$ cat config.mk
export PLATFORM = sky130hd
export DESIGN_NAME = calendar_clock_with_lookback_core_flat
export DESIGN_NICKNAME = d
export VERILOG_FILES = /design/src/cclb_pkg.sv /design/src/cclb_req_if.sv /design/src/cclb_rsp_if.sv /design/src/cclb_ctrl.sv /design/src/cclb_dp.sv /design/src/calendar_clock_with_lookback_core.sv /design/src/flat_wrapper.sv
export SDC_FILE = /design/constraint.sdc
export NUM_CORES = 1
export LEC_CHECK = 0
export BUFFER_PORTS_ARGS = -buffer_cell sky130_fd_sc_hd__buf_4
export CORE_MARGIN = 10
export CORE_UTILIZATION = 45
export DETAILED_ROUTE_END_ITERATION = 8
export HOLD_SLACK_MARGIN = 0.08
export PLACE_DENSITY = 0.64
export SKIP_LAST_GASP = 1
export SYNTH_ARGS = -nofsm -noshare
export SYNTH_HDL_FRONTEND = slang
export SYNTH_SLANG_ARGS = --single-unit
$ cat constraint.sdc
create_clock -name clock -period 6.6 [get_ports clock]
set_input_delay 0.33 -clock clock [delete_from_list [all_inputs] [get_ports clock]]
set_output_delay 0.33 -clock clock [all_outputs]
set_load 0.01 [all_outputs]
$ cat src/cclb_pkg.sv
// shared types, constants and calendar helpers for the calendar clock core
// no dependencies

package cclb_pkg;

   localparam int TICKS_PER_SECOND_DEF = 4;

   localparam logic [13:0] MAX_LOOKBACK = 14'd11819;
   localparam logic [13:0] MIN_PER_DAY  = 14'd1440;
   // floor(x / 60) == (x * RECIP_60) >> RECIP_SHIFT for x below one day of minutes
   localparam logic [11:0] RECIP_60     = 12'd2185;
   localparam int          RECIP_SHIFT  = 17;

   localparam logic [5:0] SEC_PER_MIN  = 6'd60;
   localparam logic [5:0] MIN_PER_HOUR = 6'd60;
   localparam logic [4:0] HOUR_PER_DAY = 5'd24;
   localparam logic [3:0] MONTHS       = 4'd12;

   localparam logic [4:0] MONTH_DAYS [13] = '{
      5'd0, 5'd31, 5'd28, 5'd31, 5'd30, 5'd31, 5'd30,
      5'd31, 5'd31, 5'd30, 5'd31, 5'd30, 5'd31
   };

   typedef enum logic [1:0] {
      ST_IDLE,
      ST_WALK,
      ST_FINISH
   } state_type;

   typedef struct packed {
      logic tick;
      logic load;
      logic walk;
      logic mult;
      logic finish;
   } cmd_type;

   typedef struct packed {
      logic out_valid;
      logic rem_ge_day;
   } status_type;

   typedef struct packed {
      logic [4:0] day;
      logic [3:0] mon;
      logic [7:0] yr;
   } date_type;

   function automatic logic [4:0] days_in(input logic [3:0] month, input logic [7:0] year);
      logic [4:0] d;
      if (month < 4'd1 || month > MONTHS) begin
         d = 5'd31;
      end else if (month == 4'd2) begin
         d = (year[1:0] == 2'b00) ? 5'd29 : 5'd28;
      end else begin
         d = MONTH_DAYS[month];
      end
      return d;
   endfunction

   function automatic date_type step_back(input date_type cur);
      date_type nxt;
      nxt = cur;
      if (cur.day <= 5'd1) begin
         if (cur.mon <= 4'd1) begin
            nxt.mon = MONTHS;
            nxt.yr  = cur.yr - 8'd1;
         end else begin
            nxt.mon = cur.mon - 4'd1;
         end
         nxt.day = days_in(nxt.mon, nxt.yr);
      end else begin
         nxt.day = cur.day - 5'd1;
      end
      return nxt;
   endfunction

endpackage

$ cat src/cclb_req_if.sv
// request channel of the calendar clock core: tick or lookback query
// no dependencies

interface cclb_req_if;
   logic        valid;
   logic        ready;
   logic        kind;
   logic [13:0] minutes_ago;

   modport source (output valid, output kind, output minutes_ago, input ready);
   modport sink   (input valid, input kind, input minutes_ago, output ready);
endinterface

$ cat src/cclb_rsp_if.sv
// response channel of the calendar clock core: one calendar time per request
// no dependencies

interface cclb_rsp_if;
   logic       valid;
   logic       ready;
   logic       from_query;
   logic [5:0] second_out;
   logic [5:0] minute_out;
   logic [4:0] hour_out;
   logic [3:0] hour_twelve;
   logic       is_pm;
   logic [4:0] day_out;
   logic [3:0] month_out;
   logic [7:0] year_out;

   modport source (output valid, output from_query, output second_out, output minute_out,
                   output hour_out, output hour_twelve, output is_pm, output day_out,
                   output month_out, output year_out, input ready);
   modport sink   (input valid, input from_query, input second_out, input minute_out,
                   input hour_out, input hour_twelve, input is_pm, input day_out,
                   input month_out, input year_out, output ready);
endinterface

$ cat src/cclb_ctrl.sv
// controller of the calendar clock core: sequences tick updates and query walks
// depends on cclb_pkg

module cclb_ctrl (
   input  logic                 clock,
   input  logic                 reset,
   input  logic                 req_valid,
   input  logic                 req_kind,
   output logic                 req_ready,
   input  logic                 rsp_ready,
   input  cclb_pkg::status_type status,
   output cclb_pkg::cmd_type    cmd
);

   cclb_pkg::state_type state_ff, state_in;
   logic accept;

   always_ff @(posedge clock) begin
      if (reset) begin
         state_ff <= cclb_pkg::ST_IDLE;
      end else begin
         state_ff <= state_in;
      end
   end

   always_comb begin
      state_in   = state_ff;
      cmd        = '0;
      req_ready  = 1'b0;
      accept     = 1'b0;
      case (state_ff)
         cclb_pkg::ST_IDLE: begin
            // the result slot must be free by the time this beat's result lands
            req_ready = !status.out_valid || rsp_ready;
            accept    = req_valid && req_ready;
            cmd.tick  = accept && !req_kind;
            cmd.load  = accept && req_kind;
            if (accept && req_kind) begin
               state_in = cclb_pkg::ST_WALK;
            end
         end
         cclb_pkg::ST_WALK: begin
            // one whole day back per cycle, then split what is left into hours
            if (status.rem_ge_day) begin
               cmd.walk = 1'b1;
            end else begin
               cmd.mult = 1'b1;
               state_in = cclb_pkg::ST_FINISH;
            end
         end
         cclb_pkg::ST_FINISH: begin
            cmd.finish = 1'b1;
            state_in   = cclb_pkg::ST_IDLE;
         end
         default: begin
            state_in = cclb_pkg::ST_IDLE;
         end
      endcase
   end

endmodule

$ cat src/cclb_dp.sv
// datapath of the calendar clock core: running clock, lookback registers, result register
// depends on cclb_pkg

module cclb_dp #(
   parameter int TICKS_PER_SECOND = cclb_pkg::TICKS_PER_SECOND_DEF
) (
   input  logic                 clock,
   input  logic                 reset,
   input  cclb_pkg::cmd_type    cmd,
   output cclb_pkg::status_type status,
   input  logic [13:0]          req_minutes_ago,
   input  logic                 rsp_ready,
   output logic                 rsp_valid,
   output logic                 rsp_from_query,
   output logic [5:0]           rsp_second_out,
   output logic [5:0]           rsp_minute_out,
   output logic [4:0]           rsp_hour_out,
   output logic [3:0]           rsp_hour_twelve,
   output logic                 rsp_is_pm,
   output logic [4:0]           rsp_day_out,
   output logic [3:0]           rsp_month_out,
   output logic [7:0]           rsp_year_out
);

   localparam int PW = (TICKS_PER_SECOND > 1) ? $clog2(TICKS_PER_SECOND) : 1;
   localparam logic [PW-1:0] PHASE_LAST = PW'(TICKS_PER_SECOND - 1);

   // running clock
   logic [PW-1:0] phase_ff, phase_in;
   logic [5:0]    sec_ff, sec_in;
   logic [5:0]    min_ff, min_in;
   logic [4:0]    hour_ff, hour_in;
   logic [4:0]    day_ff, day_in;
   logic [3:0]    mon_ff, mon_in;
   logic [7:0]    yr_ff, yr_in;

   // lookback work registers
   logic [13:0]        rem_ff, rem_in;
   logic [4:0]         quo_ff, quo_in;
   cclb_pkg::date_type date_ff, date_in;

   // result register
   logic       valid_ff, valid_in;
   logic       q_ff, q_in;
   logic [5:0] osec_ff, osec_in;
   logic [5:0] omin_ff, omin_in;
   logic [4:0] ohour_ff, ohour_in;
   logic [4:0] oday_ff, oday_in;
   logic [3:0] omon_ff, omon_in;
   logic [7:0] oyr_ff, oyr_in;

   logic [13:0]        ago_sat;
   logic [22:0]        product;
   logic [10:0]        sixty_q;
   logic [5:0]         min_part;
   logic               borrow;
   logic [5:0]         hour_need;
   cclb_pkg::date_type date_back;
   logic [5:0]         day_inc;
   logic [3:0]         mon_inc;

   always_ff @(posedge clock) begin
      if (reset) begin
         phase_ff <= '0;
         sec_ff   <= '0;
         min_ff   <= '0;
         hour_ff  <= '0;
         day_ff   <= 5'd1;
         mon_ff   <= 4'd1;
         yr_ff    <= '0;
         valid_ff <= 1'b0;
      end else begin
         phase_ff <= phase_in;
         sec_ff   <= sec_in;
         min_ff   <= min_in;
         hour_ff  <= hour_in;
         day_ff   <= day_in;
         mon_ff   <= mon_in;
         yr_ff    <= yr_in;
         valid_ff <= valid_in;
      end
   end

   always_ff @(posedge clock) begin
      rem_ff   <= rem_in;
      quo_ff   <= quo_in;
      date_ff  <= date_in;
      q_ff     <= q_in;
      osec_ff  <= osec_in;
      omin_ff  <= omin_in;
      ohour_ff <= ohour_in;
      oday_ff  <= oday_in;
      omon_ff  <= omon_in;
      oyr_ff   <= oyr_in;
   end

   // clock advance on a tick beat, carries ripple up to the year
   always_comb begin
      phase_in = phase_ff;
      sec_in   = sec_ff;
      min_in   = min_ff;
      hour_in  = hour_ff;
      day_in   = day_ff;
      mon_in   = mon_ff;
      yr_in    = yr_ff;
      day_inc  = {1'b0, day_ff} + 6'd1;
      mon_inc  = mon_ff + 4'd1;
      if (cmd.tick) begin
         if (phase_ff != PHASE_LAST) begin
            phase_in = phase_ff + PW'(1);
         end else begin
            phase_in = '0;
            if (sec_ff + 6'd1 < cclb_pkg::SEC_PER_MIN) begin
               sec_in = sec_ff + 6'd1;
            end else begin
               sec_in = '0;
               if (min_ff + 6'd1 < cclb_pkg::MIN_PER_HOUR) begin
                  min_in = min_ff + 6'd1;
               end else begin
                  min_in = '0;
                  if (hour_ff + 5'd1 < cclb_pkg::HOUR_PER_DAY) begin
                     hour_in = hour_ff + 5'd1;
                  end else begin
                     hour_in = '0;
                     if (day_inc <= {1'b0, cclb_pkg::days_in(mon_ff, yr_ff)}) begin
                        day_in = day_inc[4:0];
                     end else begin
                        day_in = 5'd1;
                        if (mon_inc <= cclb_pkg::MONTHS) begin
                           mon_in = mon_inc;
                        end else begin
                           mon_in = 4'd1;
                           yr_in  = yr_ff + 8'd1;
                        end
                     end
                  end
               end
            end
         end
      end
   end

   // lookback: whole days first, then hours and minutes with borrow
   always_comb begin
      ago_sat   = (req_minutes_ago > cclb_pkg::MAX_LOOKBACK) ? cclb_pkg::MAX_LOOKBACK
                                                             : req_minutes_ago;
      product   = 23'(rem_ff[10:0]) * 23'(cclb_pkg::RECIP_60);
      sixty_q   = {quo_ff, 6'd0} - {4'd0, quo_ff, 2'd0};
      min_part  = 6'(rem_ff[10:0] - sixty_q);
      borrow    = min_ff < min_part;
      hour_need = {1'b0, quo_ff} + {5'd0, borrow};
      date_back = cclb_pkg::step_back(date_ff);

      rem_in  = rem_ff;
      quo_in  = quo_ff;
      date_in = date_ff;
      if (cmd.load) begin
         rem_in  = ago_sat;
         date_in = '{day: day_ff, mon: mon_ff, yr: yr_ff};
      end else if (cmd.walk) begin
         rem_in  = rem_ff - cclb_pkg::MIN_PER_DAY;
         date_in = date_back;
      end
      if (cmd.mult) begin
         quo_in = product[cclb_pkg::RECIP_SHIFT +: 5];
      end
   end

   // result register
   always_comb begin
      valid_in = valid_ff && !rsp_ready;
      q_in     = q_ff;
      osec_in  = osec_ff;
      omin_in  = omin_ff;
      ohour_in = ohour_ff;
      oday_in  = oday_ff;
      omon_in  = omon_ff;
      oyr_in   = oyr_ff;
      if (cmd.tick) begin
         valid_in = 1'b1;
         q_in     = 1'b0;
         osec_in  = sec_in;
         omin_in  = min_in;
         ohour_in = hour_in;
         oday_in  = day_in;
         omon_in  = mon_in;
         oyr_in   = yr_in;
      end else if (cmd.finish) begin
         valid_in = 1'b1;
         q_in     = 1'b1;
         osec_in  = '0;
         omin_in  = borrow ? (min_ff + cclb_pkg::MIN_PER_HOUR - min_part) : (min_ff - min_part);
         if ({1'b0, hour_ff} >= hour_need) begin
            ohour_in = 5'({1'b0, hour_ff} - hour_need);
            oday_in  = date_ff.day;
            omon_in  = date_ff.mon;
            oyr_in   = date_ff.yr;
         end else begin
            ohour_in = 5'({1'b0, hour_ff} + {1'b0, cclb_pkg::HOUR_PER_DAY} - hour_need);
            oday_in  = date_back.day;
            omon_in  = date_back.mon;
            oyr_in   = date_back.yr;
         end
      end
   end

   assign status.out_valid  = valid_ff;
   assign status.rem_ge_day = rem_ff >= cclb_pkg::MIN_PER_DAY;

   assign rsp_valid       = valid_ff;
   assign rsp_from_query  = q_ff;
   assign rsp_second_out  = osec_ff;
   assign rsp_minute_out  = omin_ff;
   assign rsp_hour_out    = ohour_ff;
   assign rsp_is_pm       = ohour_ff >= 5'd12;
   assign rsp_hour_twelve = (ohour_ff == 5'd0) ? 4'd12
                          : (ohour_ff > 5'd12) ? 4'(ohour_ff - 5'd12) : ohour_ff[3:0];
   assign rsp_day_out     = oday_ff;
   assign rsp_month_out   = omon_ff;
   assign rsp_year_out    = oyr_ff;

endmodule

$ cat src/calendar_clock_with_lookback_core.sv
// top level of the calendar clock core: controller plus datapath on two valid/ready channels
// depends on cclb_pkg, cclb_req_if, cclb_rsp_if, cclb_ctrl, cclb_dp

// Calendar clock driven by tick beats (kind 0), each one 1/TICKS_PER_SECOND of a second;
// every tick returns the time after it. A query beat (kind 1) returns the date and time
// minutes_ago minutes back (capped at 11819), with seconds shown as 0. A query walks back
// d = floor(minutes_ago / 1440) whole days, at most 8: the controller steps the date back
// one whole day per cycle, then the multiply step splits the leftover minutes into hours
// through a reciprocal multiply and the finish step applies the borrows and writes the
// result. One beat is worked at a time; a new beat is taken in the cycle its predecessor's
// result is taken or later, and the result register lets a tick beat be accepted in the
// same cycle the previous result leaves.

module calendar_clock_with_lookback_core #(
   parameter int TICKS_PER_SECOND = cclb_pkg::TICKS_PER_SECOND_DEF
) (
   input logic         clock,
   input logic         reset,
   cclb_req_if.sink    req_chan,
   cclb_rsp_if.source  rsp_chan
);

   cclb_pkg::cmd_type    cmd;
   cclb_pkg::status_type status;

   cclb_ctrl u_ctrl (
      .clock     (clock),
      .reset     (reset),
      .req_valid (req_chan.valid),
      .req_kind  (req_chan.kind),
      .req_ready (req_chan.ready),
      .rsp_ready (rsp_chan.ready),
      .status    (status),
      .cmd       (cmd)
   );

   cclb_dp #(
      .TICKS_PER_SECOND (TICKS_PER_SECOND)
   ) u_dp (
      .clock           (clock),
      .reset           (reset),
      .cmd             (cmd),
      .status          (status),
      .req_minutes_ago (req_chan.minutes_ago),
      .rsp_ready       (rsp_chan.ready),
      .rsp_valid       (rsp_chan.valid),
      .rsp_from_query  (rsp_chan.from_query),
      .rsp_second_out  (rsp_chan.second_out),
      .rsp_minute_out  (rsp_chan.minute_out),
      .rsp_hour_out    (rsp_chan.hour_out),
      .rsp_hour_twelve (rsp_chan.hour_twelve),
      .rsp_is_pm       (rsp_chan.is_pm),
      .rsp_day_out     (rsp_chan.day_out),
      .rsp_month_out   (rsp_chan.month_out),
      .rsp_year_out    (rsp_chan.year_out)
   );

endmodule

$ cat src/flat_wrapper.sv
// flat-port wrapper written by rule: the top's interface ports become plain ports
module calendar_clock_with_lookback_core_flat 
#(
   parameter int TICKS_PER_SECOND = cclb_pkg::TICKS_PER_SECOND_DEF
)
  (clock, reset, req_chan_valid, req_chan_kind, req_chan_minutes_ago, req_chan_ready, rsp_chan_valid, rsp_chan_from_query, rsp_chan_second_out, rsp_chan_minute_out, rsp_chan_hour_out, rsp_chan_hour_twelve, rsp_chan_is_pm, rsp_chan_day_out, rsp_chan_month_out, rsp_chan_year_out, rsp_chan_ready);
  cclb_req_if req_chan_i ();
  cclb_rsp_if rsp_chan_i ();
  input logic clock;
  input logic reset;
  input wire logic [$bits(req_chan_i.valid)-1:0] req_chan_valid;
  input wire logic [$bits(req_chan_i.kind)-1:0] req_chan_kind;
  input wire logic [$bits(req_chan_i.minutes_ago)-1:0] req_chan_minutes_ago;
  output wire logic [$bits(req_chan_i.ready)-1:0] req_chan_ready;
  output wire logic [$bits(rsp_chan_i.valid)-1:0] rsp_chan_valid;
  output wire logic [$bits(rsp_chan_i.from_query)-1:0] rsp_chan_from_query;
  output wire logic [$bits(rsp_chan_i.second_out)-1:0] rsp_chan_second_out;
  output wire logic [$bits(rsp_chan_i.minute_out)-1:0] rsp_chan_minute_out;
  output wire logic [$bits(rsp_chan_i.hour_out)-1:0] rsp_chan_hour_out;
  output wire logic [$bits(rsp_chan_i.hour_twelve)-1:0] rsp_chan_hour_twelve;
  output wire logic [$bits(rsp_chan_i.is_pm)-1:0] rsp_chan_is_pm;
  output wire logic [$bits(rsp_chan_i.day_out)-1:0] rsp_chan_day_out;
  output wire logic [$bits(rsp_chan_i.month_out)-1:0] rsp_chan_month_out;
  output wire logic [$bits(rsp_chan_i.year_out)-1:0] rsp_chan_year_out;
  input wire logic [$bits(rsp_chan_i.ready)-1:0] rsp_chan_ready;
  assign req_chan_i.valid = req_chan_valid;
  assign req_chan_i.kind = req_chan_kind;
  assign req_chan_i.minutes_ago = req_chan_minutes_ago;
  assign req_chan_ready = req_chan_i.ready;
  assign rsp_chan_valid = rsp_chan_i.valid;
  assign rsp_chan_from_query = rsp_chan_i.from_query;
  assign rsp_chan_second_out = rsp_chan_i.second_out;
  assign rsp_chan_minute_out = rsp_chan_i.minute_out;
  assign rsp_chan_hour_out = rsp_chan_i.hour_out;
  assign rsp_chan_hour_twelve = rsp_chan_i.hour_twelve;
  assign rsp_chan_is_pm = rsp_chan_i.is_pm;
  assign rsp_chan_day_out = rsp_chan_i.day_out;
  assign rsp_chan_month_out = rsp_chan_i.month_out;
  assign rsp_chan_year_out = rsp_chan_i.year_out;
  assign rsp_chan_i.ready = rsp_chan_ready;
  calendar_clock_with_lookback_core #(.TICKS_PER_SECOND(TICKS_PER_SECOND)) u_core (.clock(clock), .reset(reset), .req_chan(req_chan_i), .rsp_chan(rsp_chan_i));
endmodule
==> PnR_summary.wiki, run 1 <==
{| class="wikitable"
! Metric !! Value
|-
| Sum of routed wire length over all layers || approximately 22000 um
|-
| Final critical delay including setup and external delays || 4960 ps
|-
| Register area share after synthesis || between 30% and 40%
|-
| Synth Register Bits || between 100 and 150
|-
| Worst Setup Start Kind || flop
|-
| Cts bufs inserted || 9
|-
| Count of hold-fix buffers inserted at cts || 0
|-
| Worst-margin pin slew || 999.2 ps
|-
| Post-CTS setup buffer count || 0
|-
| Peak fanout along the critical path || 18
|-
| Standard-cell rows || 51
|-
| Endpoint of the worst hold-timing path || u_core.u_dp.rem_ff[1]
|-
| Initial antenna violation count || 0
|-
| IO buf count || 60
|-
| Met1 Wirelength || ~10000 um
|-
| Net count reported at finish || 1126
|-
| Required time reported for the critical path endpoint || between 6000 and 7000 ps
|-
| Fin. Hold Viols || 0
|-
| WP buf/inv || 2
|-
| Global-route wire length before repair || approximately 36000 um
|-
| Reg2Reg Depth || 20
|-
| Clock skew || 13.28 ps
|-
| Worst R2R End || u_core.u_dp.rsp_year_out[4]
|-
| Count of synthesis-stage warnings from yosys || 0
|-
| Met2 layer wire length in the routed design || between 9000 and 10000 um
|-
| Most used flip-flop cell after synthesis || sky130_fd_sc_hd__edfxtp_1
|-
| Critical path endpoint category || flop
|-
| Static leakage || between 3 and 4 nW
|-
| Share of final-layout standard cells stronger than drive strength 1 || 11.68%
|-
| Hold Path Depth || 3
|-
| Via/cell ratio || between 5 and 6
|-
| Multi-input gate area || about 5400 um2
|-
| Most numerous cell on the critical path || sky130_fd_sc_hd__ha_1
|-
| Highest achievable clock rate || 201.6 MHz
|-
| Cell area after technology mapping || 8798 um2
|-
| Maximum number of pins on one net before global-route repair || 41
|-
| Detailed-placement wirelength estimate || 16340 um
|-
| Slowest stage cell, crit path || sky130_fd_sc_hd__or3_2
|-
| Part of the cycle the worst path needs || 75.16%
|-
| Status || complete, no violations
|-
| Iteration-0 DRC count of the detailed router || between 500 and 600
|-
| Total of cells resized after clock tree synthesis || 0
|-
| Via count of the first global-routing pass || approximately 7000
|-
| Top cell family by delay on the critical path || adder cells
|-
| FFs w/ async S/R, synth || 0%
|-
| Number of sinks on the clock net || 110
|-
| Classification of the worst-slack hold path || in -> reg
|-
| Top-level port count || 61
|-
| Horizontal extent of the die || approximately 160 um
|-
| Placeable core area || a little under 20000 um2
|-
| Number of instances in the synthesized netlist || between 900 and 1000
|-
| Final max-slew violation count || 0
|-
| Count of flip-flops with a built-in enable after synthesis || 70
|-
| Buffer cell driving the clock tree root || sky130_fd_sc_hd__clkbuf_16
|-
| Critical setup path kind || reg -> reg
|-
| Routability congestion estimate || between 0.8 and 0.9
|-
| 1st-pass router iterations || 5
|-
| DP Worst Slack || roughly 1700 ps
|-
| Worst relative slew slack || approximately a third
|-
| Antenna diode count || 0
|-
| GR Util All Layers || 17.12%
|-
| Synthesis-to-finish area growth || 10.11%
|-
| Max Cap Violations || 0
|-
| Total number of H-tree levels || 3
|-
| Cell breakdown of the critical path || ha_1 > fa_1 > xor2_1 > ha_1 > o21a_1 > o31a_1 > o21ai_0 > nand2_1 > inv_1 > ha_1 > ha_1 > xnor2_1 > ha_1 > nand3_1 > and4b_1 > nor2_1 > buf_4 > or3_2 > and3_2 > a31oi_1
|-
| Vertical die dimension || ~160 um
|-
| Initial standard-cell utilization of the core || a little under half
|-
| Setup TNS || 0 ps
|-
| Top Layer Used || met4
|-
| Detailed-route DRC error count || 0
|-
| Area taken by flip-flops and latches || just under 3000 um2
|-
| FF-to-FF Start || u_core.u_dp.rem_ff[2]
|-
| TritonCTS clock tree || built
|-
| Post-detailed-route count of antenna-violating nets || 0
|-
| Overflow left after global routing || 0
|-
| Pwr per Cell Area || 203.2 nW/um2
|-
| Average routed wire per standard cell || 17.38 um
|-
| Final-layout fill cell count || between 1500 and 2000
|-
| Worst-case clock buffer depth || 2
|-
| Data arrival time of the critical path || 5170 ps
|-
| Latest clock arrival within the worst-skew pair || 360 ps
|-
| Total via count in the routed design || between 7000 and 8000
|-
| Setup slack on the worst flop-to-flop path || between 1500 and 2000 ps
|-
| Detail Route met3 WL || 1440 um
|-
| Min-delay src || req_chan_minutes_ago[1]
|-
| Final setup violation count || 0
|-
| Number of distinct library cell variants in the gate-level netlist after synthesis || 83
|-
| Clock input transition at the sequential cells of the worst setup and hold paths || about 80 ps
|-
| VDD IR max || 129.1 uV
|-
| PnR worst setup slack || 1640 ps
|-
| Setup repair after global routing missed its margin || no
|-
| Slowest Stage Delay on Critical Path || 450 ps
|-
| Syn avg cell area || just over 9 um2
|-
| Die area || ~26000 um2
|}
[worst min-delay path: stages]
cell	delay, ps
sky130_fd_sc_hd__buf_4	80
sky130_fd_sc_hd__nor2_1	30
sky130_fd_sc_hd__nor2_1	70
[synth_stat cells, types with 8 or more instances]
| master | n | share of area, % |
|---|---|---|
| sky130_fd_sc_hd__ha_1 | 93 | 13 |
| sky130_fd_sc_hd__a21o_1 | 10 | 0.85 |
| sky130_fd_sc_hd__nand2_1 | 67 | 2.9 |
| sky130_fd_sc_hd__mux2i_1 | 14 | 1.6 |
| sky130_fd_sc_hd__or3_1 | 8 | 0.57 |
| sky130_fd_sc_hd__inv_1 | 74 | 3.2 |
| sky130_fd_sc_hd__dfxtp_1 | 40 | 9.1 |
| sky130_fd_sc_hd__o31ai_1 | 9 | 0.77 |
| sky130_fd_sc_hd__xor2_1 | 18 | 1.8 |
| sky130_fd_sc_hd__nor3_1 | 22 | 1.3 |
| sky130_fd_sc_hd__a211oi_1 | 11 | 0.94 |
| sky130_fd_sc_hd__clkbuf_1 | 32 | 1.4 |
| sky130_fd_sc_hd__o21ai_0 | 47 | 2.7 |
| sky130_fd_sc_hd__a21oi_1 | 78 | 4.4 |
| sky130_fd_sc_hd__o211ai_1 | 17 | 1.5 |
| sky130_fd_sc_hd__a31oi_1 | 24 | 1.7 |
| sky130_fd_sc_hd__nor2_1 | 67 | 2.9 |
| sky130_fd_sc_hd__nand3_1 | 40 | 2.3 |
| sky130_fd_sc_hd__nand4_1 | 14 | 1.0 |
| sky130_fd_sc_hd__and3_1 | 16 | 1.1 |
| sky130_fd_sc_hd__fa_1 | 17 | 3.9 |
| sky130_fd_sc_hd__edfxtp_1 | 70 | 24 |
| sky130_fd_sc_hd__xnor2_1 | 24 | 2.4 |
| sky130_fd_sc_hd__o21a_1 | 8 | 0.68 |
[kinds of logic after synthesis]
family | share of synthesized area (%)
XOR/XNOR | 4.494
flip-flops | 32.99
AO/OA/AOI/OAI | 19.27
buffers and inverters | 6.186
AND/OR/NAND/NOR | 17.82
other | 0.04262
adder cells (fa/ha/maj) | 17.09
multiplexers | 2.105
[worst max path at each step]
stage,startpoint,to,slack (ps),cells after the start
floorplan,u_core.u_dp.rem_ff[2],u_core.u_dp.rsp_day_out[2],1920,21
global placement,u_core.u_dp.quo_ff[0],u_core.u_dp.rsp_year_out[4],1780,20
detailed placement,u_core.u_dp.rem_ff[2],u_core.u_dp.rsp_year_out[4],1660,20
CTS,u_core.u_dp.rem_ff[2],u_core.u_dp.rsp_year_out[4],1630,20
global route,u_core.u_dp.rem_ff[2],u_core.u_dp.rsp_year_out[4],1250,20
finish,u_core.u_dp.rem_ff[2],u_core.u_dp.rsp_year_out[4],1640,20
[per-stage QoR]
stage	cell area (um2)	total power [W]	util, %	std cells	hold slack [ps]
after floorplan	8806	0.001251	-	963	440.0
after global placement	9389	0.001405	48.56	1251	439.1
after detailed placement	9389	0.001417	48.56	1251	448.5
after CTS	9688	0.001984	50.11	1267	247.8
after global routing	9688	0.002090	50.11	1267	280.8
final	9688	0.001969	50.11	1267	255.6
[cell type report]
type / count / area share (%)
Multi-Input combinational cell: 733 / 55.31
Clock inverter: 6 / 0.7232
Sequential cell: 110 / 29.96
Timing Repair Buffer: 69 / 5.347
Clock buffer: 10 / 2.363
Tap cell: 265 / 3.422
Inverter: 74 / 2.867
[cells in the final DEF, fill, tap and decap left out, types with 6 or more instances in the layout]
master and count:
sky130_fd_sc_hd__fa_1 17, sky130_fd_sc_hd__o31ai_1 9, sky130_fd_sc_hd__a211oi_1 11, sky130_fd_sc_hd__a21o_1 10, sky130_fd_sc_hd__mux2i_1 14, sky130_fd_sc_hd__nand4_1 14, sky130_fd_sc_hd__a31oi_1 24, sky130_fd_sc_hd__dfxtp_1 40
sky130_fd_sc_hd__o211ai_1 17, sky130_fd_sc_hd__nor3_1 22, sky130_fd_sc_hd__buf_4 69, sky130_fd_sc_hd__nand3_1 40, sky130_fd_sc_hd__or3_1 8, sky130_fd_sc_hd__and3_1 16, sky130_fd_sc_hd__inv_1 74, sky130_fd_sc_hd__nand2_1 67
sky130_fd_sc_hd__o21a_1 8, sky130_fd_sc_hd__o21ai_0 47, sky130_fd_sc_hd__nand2b_1 7, sky130_fd_sc_hd__xor2_1 18, sky130_fd_sc_hd__nor2b_1 6, sky130_fd_sc_hd__a21oi_1 78, sky130_fd_sc_hd__nor2_1 67, sky130_fd_sc_hd__nor4_1 7
sky130_fd_sc_hd__ha_1 93, sky130_fd_sc_hd__edfxtp_1 70, sky130_fd_sc_hd__xnor2_1 24, sky130_fd_sc_hd__clkbuf_16 9
[state kept, by name (all words and copies together) (netlist names), 4 cells and up]
| register | flops |
|---|---|
| u_core.u_dp.rsp_month_out | 4 |
| u_core.u_dp.yr_ff | 8 |
| u_core.u_dp.rsp_hour_out | 5 |
| u_core.u_dp.sec_ff | 6 |
| u_core.u_dp.mon_ff | 4 |
| u_core.u_dp.hour_ff | 5 |
| u_core.u_dp.rsp_minute_out | 6 |
| u_core.u_dp.rsp_day_out | 5 |
| u_core.u_dp.rsp_year_out | 8 |
| u_core.u_dp.rem_ff | 14 |
| u_core.u_dp.day_ff | 5 |
| u_core.u_dp.min_ff | 6 |
| u_core.u_dp.rsp_second_out | 6 |
| u_core.u_dp.quo_ff | 5 |
| u_core.u_dp.date_ff | 17 |
[where the power goes]
part	internal [W]	switching, W
registers	0.000803	0.0000478
clock network	0.000299	0.000269
logic	0.000244	0.000306
total	0.00135	0.000623
[layer usage]
metal	global-route usage, %	up-vias
met3	3.059	21
met2	27.05	226
met1	23.48	3385
li1	-	3615
met5	0	-
met4	4.800	0
Note: power is estimated with default switching activity, not from simulation.
==> run 2: changes to the inputs <==
- PLACE_DENSITY: 0.64 -> 0.67
- clock period: 6.6 -> 4.3 ns (I/O delays scaled with it)
==> PnR_summary.wiki, run 2 (synthesis results as in run 1) <==
{| class="wikitable"
! Metric !! Value
|-
| GR Util All Layers || around 17%
|-
| Clock skew || 10.50 ps
|-
| Vertical die dimension || 159.8 um
|-
| Status || finished, violations left
|-
| Final setup violation count || 5
|-
| Max Cap Violations || 0
|-
| Critical setup path kind || reg -> reg
|-
| Most common cell after layout, fill and taps aside || sky130_fd_sc_hd__buf_4
|-
| Min-delay src || req_chan_minutes_ago[0]
|-
| Setup repair after global routing missed its margin || yes
|-
| Share of final-layout standard cells stronger than drive strength 1 || roughly 20%
|-
| Critical path endpoint category || flop
|-
| Slowest Stage Delay on Critical Path || just under 600 ps
|-
| Horizontal extent of the die || about 160 um
|-
| Standard-cell rows || 51
|-
| IO buf count || 60
|-
| Via/cell ratio || ~5.7
|-
| Static leakage || around 4.1 nW
|-
| Reg2Reg Depth || 19
|-
| Latest clock arrival within the worst-skew pair || around 360 ps
|-
| Total via count in the routed design || roughly 7500
|-
| Initial antenna violation count || 0
|-
| Antenna diode count || 0
|-
| Flip-flop count of the largest register after layout || 17
|-
| Number of sinks on the clock net || 110
|-
| Count of hold-fix buffers inserted at cts || 0
|-
| Top-level port count || 61
|-
| Cell breakdown of the critical path || ha_2 > fa_2 > inv_2 > ha_4 > o31a_1 > o21ai_2 > nand2_2 > inv_2 > ha_4 > ha_4 > xnor2_2 > ha_2 > inv_2 > fa_2 > and4b_2 > nor2_4 > buf_6 > o311ai_1 > o311a_1
|-
| PnR worst setup slack || -25.84 ps
|-
| Highest achievable clock rate || 231.2 MHz
|-
| Detailed-route DRC error count || 0
|-
| Worst-margin pin slew || between 1000 and 1500 ps
|-
| Die area || around 26000 um2
|-
| Final critical delay including setup and external delays || between 4000 and 5000 ps
|-
| Required time reported for the critical path endpoint || 4420 ps
|-
| VDD IR max || ~190 uV
|-
| Worst relative slew slack || between 10% and 20%
|-
| Top reg by flops || u_core.u_dp.date_ff
|-
| Global-route wire length before repair || around 37000 um
|-
| Post-detailed-route count of antenna-violating nets || 0
|-
| DP Worst Slack || -179.7 ps
|-
| Commonest non-fill, non-tap cells in the layout || sky130_fd_sc_hd__buf_4, sky130_fd_sc_hd__ha_1, sky130_fd_sc_hd__a21oi_1
|-
| Worst R2R End || u_core.u_dp.rsp_month_out[3]
|-
| Hold Path Depth || 3
|-
| Routability congestion estimate || 0.9122
|-
| Placeable core area || ~19000 um2
|-
| Peak fanout along the critical path || 6
|-
| Slowest stage cell, crit path || sky130_fd_sc_hd__fa_2
|-
| 1st-pass router iterations || 5
|-
| TritonCTS clock tree || built
|-
| Sum of routed wire length over all layers || between 20000 and 25000 um
|-
| Fin. Hold Viols || 0
|-
| Detailed-placement wirelength estimate || 16550 um
|-
| Average routed wire per standard cell || about 17 um
|-
| Setup slack on the worst flop-to-flop path || -30 ps
|-
| Violations in the final reports || negative setup slack
|-
| Data arrival time of the critical path || around 4400 ps
|-
| FF-to-FF Start || u_core.u_dp.rem_ff[2]
|-
| Via count of the first global-routing pass || 7091
|-
| Largest regs || u_core.u_dp.date_ff: 17 flops, u_core.u_dp.rem_ff: 14 flops
|-
| Setup TNS || -65.89 ps
|-
| Pwr per Cell Area || 297.1 nW/um2
|-
| Endpoint of the worst hold-timing path || u_core.u_dp.rem_ff[0]
|-
| Part of the cycle the worst path needs || 100.6%
|-
| Worst-case clock buffer depth || 2
|-
| Clock input transition at the sequential cells of the worst setup and hold paths || ~80 ps
|-
| Worst Setup Start Kind || flop
|-
| Cts bufs inserted || 9
|-
| Buffer cell driving the clock tree root || sky130_fd_sc_hd__clkbuf_16
|-
| Classification of the worst-slack hold path || in -> reg
|-
| Initial standard-cell utilization of the core || between 40% and 50%
|-
| Overflow left after global routing || 0
|-
| Net count reported at finish || 1174
|-
| Synthesis-to-finish area growth || 17.12%
|-
| Final max-slew violation count || 0
|-
| Iteration-0 DRC count of the detailed router || ~590
|-
| Total number of H-tree levels || 3
|-
| Maximum number of pins on one net before global-route repair || 41
|}
run 2: cell types whose count changed in the layout (fill, tap and decap cells not counted), sizes merged:
cell    before  now
clkbuf      10   12
nor2        68   69
clkinv       2    1
inv         76   75
buf         69  116
run 2: power breakdown:
| group | switching, W | internal, W |
|---|---|---|
| combinational | 0.000482 | 0.000402 |
| clock | 0.000402 | 0.000472 |
| sequential | 0.0000706 | 0.00123 |
run 2: how the worst max path moves through the flow:
stage	endpoint	cells after the start	slack, ps	startpoint
6_report	u_core.u_dp.rsp_month_out[3]	19	-30	u_core.u_dp.rem_ff[2]
5_1_grt	u_core.u_dp.rsp_hour_out[4]	20	-220	u_core.u_dp.rem_ff[2]
4_1_cts	u_core.u_dp.rsp_year_out[4]	19	-40	u_core.u_dp.rem_ff[2]
3_5_place_dp	u_core.u_dp.rsp_month_out[3]	19	-180	u_core.u_dp.quo_ff[0]
3_3_place_gp	u_core.u_dp.rsp_month_out[3]	19	-100	u_core.u_dp.quo_ff[0]
2_1_floorplan	u_core.u_dp.rsp_year_out[4]	19	-2	u_core.u_dp.rem_ff[2]
run 2: what timing repair did:
action,in CTS,in global routing
gates resized for setup,18,39
hold endpoints to repair,0,0
cloned,1,0
buffers inserted,6,4
pin swaps,8,33
endpoints found under the setup margin,18,20
run 2: stage by stage:
step	std cells	hold slack, ps	total power [W]	cell area, um2	utilization, %
after detailed placement	1288	446.9	0.002180	9684	50.09
after CTS	1311	140.3	0.003061	10110	52.27
after floorplan	963	402.1	0.001923	8833	-
after global placement	1288	444.5	0.002164	9684	50.09
after global routing	1315	167.8	0.003260	10300	53.30
final	1315	147.7	0.003062	10300	53.30
run 2: per-layer routing:
metal | up-vias | GRT usage (%) | wire (um)
met1 | 3514 | 23.45 | 10350
met4 | 0 | 6.511 | 535
li1 | 3717 | - | -
met5 | - | 0 | 0
met3 | 26 | 2.905 | 1659
met2 | 264 | 26.67 | 10080
run 2: area by class of cell:
class,count,area (um2)
timing repair buffer,116,885.9
clock buffer,12,246.5
tap,265,331.6
multi-input combinational,734,5605
clock inverter,4,55.05
inverter,74,277.8
fill,1738,9030
sequential,110,2903
run 2: critical path, delay by kind of cell (launching register included):
family	cells	cell delay, ps
compound gates	4	770
xor+xnor	1	110
fa+ha+maj	7	1830
buf+inv	4	320
flops	1	420
simple gates	3	630
==> run 3: changes to the inputs <==
- clock period: 4.3 -> 3.6 ns (I/O delays scaled with it)
==> PnR_summary.wiki, run 3 (synthesis results as in run 1) <==
{| class="wikitable"
! Metric !! Value
|-
| Status || finished, violations left
|-
| Violations in the final reports || negative setup slack
|-
| Part of the cycle the worst path needs || 116.0%
|-
| Top-level port count || 61
|-
| Maximum number of pins on one net before global-route repair || 41
|-
| Cell breakdown of the critical path || ha_2 > fa_2 > ha_4 > o21a_1 > o31a_1 > o21ai_2 > nand2_2 > inv_2 > ha_4 > ha_4 > xnor2_4 > ha_4 > inv_2 > fa_2 > and4b_2 > nor2_4 > buf_12 > buf_4 > a21oi_1 > o221ai_1 > o21ai_1
|-
| Post-route total power || ~0.0037 W
|-
| IO buf count || 60
|-
| End-of-flow core utilization || 54.82%
|-
| Slowest stage cell, crit path || sky130_fd_sc_hd__fa_2
|-
| Largest regs || u_core.u_dp.date_ff: 17 flops, u_core.u_dp.rem_ff: 14 flops
|-
| Static leakage || 4.276 nW
|-
| Initial antenna violation count || 0
|-
| Top cell family by delay on the critical path || adder cells
|-
| Max Cap Violations || 0
|-
| Classification of the worst-slack hold path || in -> reg
|-
| Cts bufs inserted || 9
|-
| Commonest non-fill, non-tap cells in the layout || sky130_fd_sc_hd__buf_4, sky130_fd_sc_hd__ha_1, sky130_fd_sc_hd__a21oi_1
|-
| Synthesis-to-finish area growth || 20.46%
|-
| Net count reported at finish || roughly 1200
|-
| Initial standard-cell utilization of the core || between 40% and 50%
|-
| Peak fanout along the critical path || 5
|-
| Fin cells || between 1000 and 1500
|-
| Fin. Hold Viols || 0
|-
| Share of final-layout standard cells stronger than drive strength 1 || a little under a quarter
|-
| Worst-case clock buffer depth || 2
|-
| Post-detailed-route count of antenna-violating nets || 0
|-
| Latest clock arrival within the worst-skew pair || 360 ps
|-
| Cell count after placement || 1309
|-
| Critical path endpoint category || flop
|-
| Average routed wire per standard cell || roughly 17 um
|-
| Detailed-route DRC error count || 0
|-
| GR Util All Layers || between 10% and 20%
|-
| Highest achievable clock rate || between 200 and 250 MHz
|-
| Total via count in the routed design || about 7700
|-
| Worst Setup Start Kind || flop
|-
| Buffer cell driving the clock tree root || sky130_fd_sc_hd__clkbuf_16
|-
| TritonCTS clock tree || built
|-
| Placeable core area || between 15000 and 20000 um2
|-
| PnR worst setup slack || -575.5 ps
|-
| Routability congestion estimate || between 0.9 and 1
|-
| Critical setup path kind || reg -> reg
|-
| Worst relative slew slack || between 40% and 50%
|-
| Data arrival time of the critical path || 4290 ps
|-
| Final-layout fill cell count || 1759
|-
| Standard-cell rows || between 50 and 60
|-
| Via count of the first global-routing pass || between 7000 and 8000
|-
| Count of hold-fix buffers inserted at cts || 0
|-
| Setup repair after global routing missed its margin || yes
|-
| Pwr per Cell Area || 347.7 nW/um2
|-
| Sum of routed wire length over all layers || around 23000 um
|-
| Required time reported for the critical path endpoint || 3710 ps
|-
| WP buf/inv || 4
|-
| Clock skew || 9.305 ps
|-
| Flip-flop count of the largest register after layout || 17
|-
| Top reg by flops || u_core.u_dp.date_ff
|-
| Vertical die dimension || ~160 um
|-
| Most common cell after layout, fill and taps aside || sky130_fd_sc_hd__buf_4
|-
| Slowest Stage Delay on Critical Path || 570 ps
|-
| VDD IR max || between 200 and 250 uV
|-
| Die area || between 20000 and 30000 um2
|-
| Overflow left after global routing || 0
|-
| Final max-slew violation count || 0
|-
| Detailed-placement wirelength estimate || around 17000 um
|-
| Antenna diode count || 0
|-
| Global-route wire length before repair || 37900 um
|-
| Iteration-0 DRC count of the detailed router || about 580
|-
| Horizontal extent of the die || 159.8 um
|-
| Final critical delay including setup and external delays || roughly 4200 ps
|-
| Via/cell ratio || ~5.7
|-
| Hold_ws || around 120 ps
|-
| Most numerous cell on the critical path || sky130_fd_sc_hd__ha_4
|-
| Clock input transition at the sequential cells of the worst setup and hold paths || approximately 80 ps
|-
| Number of sinks on the clock net || 110
|-
| 1st-pass router iterations || 5
|-
| Worst-margin pin slew || around 790 ps
|-
| Final setup violation count || 20
|-
| Total number of H-tree levels || 3
|}
## run 3: cell types whose count changed in the layout (fill, tap and decap cells not counted), moves of 3 or more
cell / change
sky130_fd_sc_hd__fa_1: -3
sky130_fd_sc_hd__a21oi_1: -3
sky130_fd_sc_hd__buf_4: +18
sky130_fd_sc_hd__fa_2: +3
## run 3: power by group
| part | leakage [nW] | internal (W) | switching [W] | total (W) |
|---|---|---|---|---|
| Combinational | 3.14 | 0.000518 | 0.000619 | 0.00114 |
| Clock | 0.148 | 0.000515 | 0.000487 | 0.00100 |
| Sequential | 0.984 | 0.00147 | 0.0000749 | 0.00155 |
## run 3: layout make-up
class                           count  area (um2)  share of cell area (%)
Clock buffer                       11       252.7                   2.385
Clock inverter                      5       40.04                  0.3778
Inverter                           74       277.8                   2.621
Multi-Input combinational cell    733        5697                   53.75
Sequential cell                   110        2903                   27.39
Tap cell                          265       331.6                   3.128
Timing Repair Buffer              138        1097                   10.35
## run 3: per-stage QoR
stage	setup TNS, ps	setup WS, ps	area, um2
2_1_floorplan	-7305	-530.6	8984
3_3_place_gp	-8034	-485.1	10020
3_5_place_dp	-9112	-556.5	10020
4_1_cts	-7966	-481.2	10390
5_1_grt	-13070	-746.8	10600
6_report	-9077	-575.5	10600
## run 3: routing by layer
metal	wire (um)	vias up	global-route usage, %
met5	0	-	0
met1	10600	3585	23.61
li1	-	3774	-
met2	10570	268	28.51
met3	1356	46	2.365
met4	810	0	8.347
## run 3: repair_timing
| item | CTS | global route |
|---|---|---|
| pin swaps | 6 | 21 |
| endpoints found under the setup margin | 20 | 24 |
| gates resized for setup | 10 | 31 |
| cloned | 0 | 1 |
| buffers inserted | 5 | 6 |
## run 3: path summary, 6_finish.rpt
check	slack (ps)	depth (start not counted)	start	endpoint
worst max-delay path	-580	21	u_core.u_dp.rem_ff[2]	u_core.u_dp.rsp_day_out[4]
worst min-delay path	120	3	req_chan_minutes_ago[1]	u_core.u_dp.rem_ff[1]
worst max register to register	-580	21	u_core.u_dp.rem_ff[2]	u_core.u_dp.rsp_day_out[4]
worst min register to register	460	2	u_core.u_dp.phase_ff[1]	u_core.u_dp.phase_ff[1]
## run 3: worst min-delay path: stages
cell and delay, ps:
sky130_fd_sc_hd__buf_4 70, sky130_fd_sc_hd__nor2_1 30, sky130_fd_sc_hd__nor2_1 70
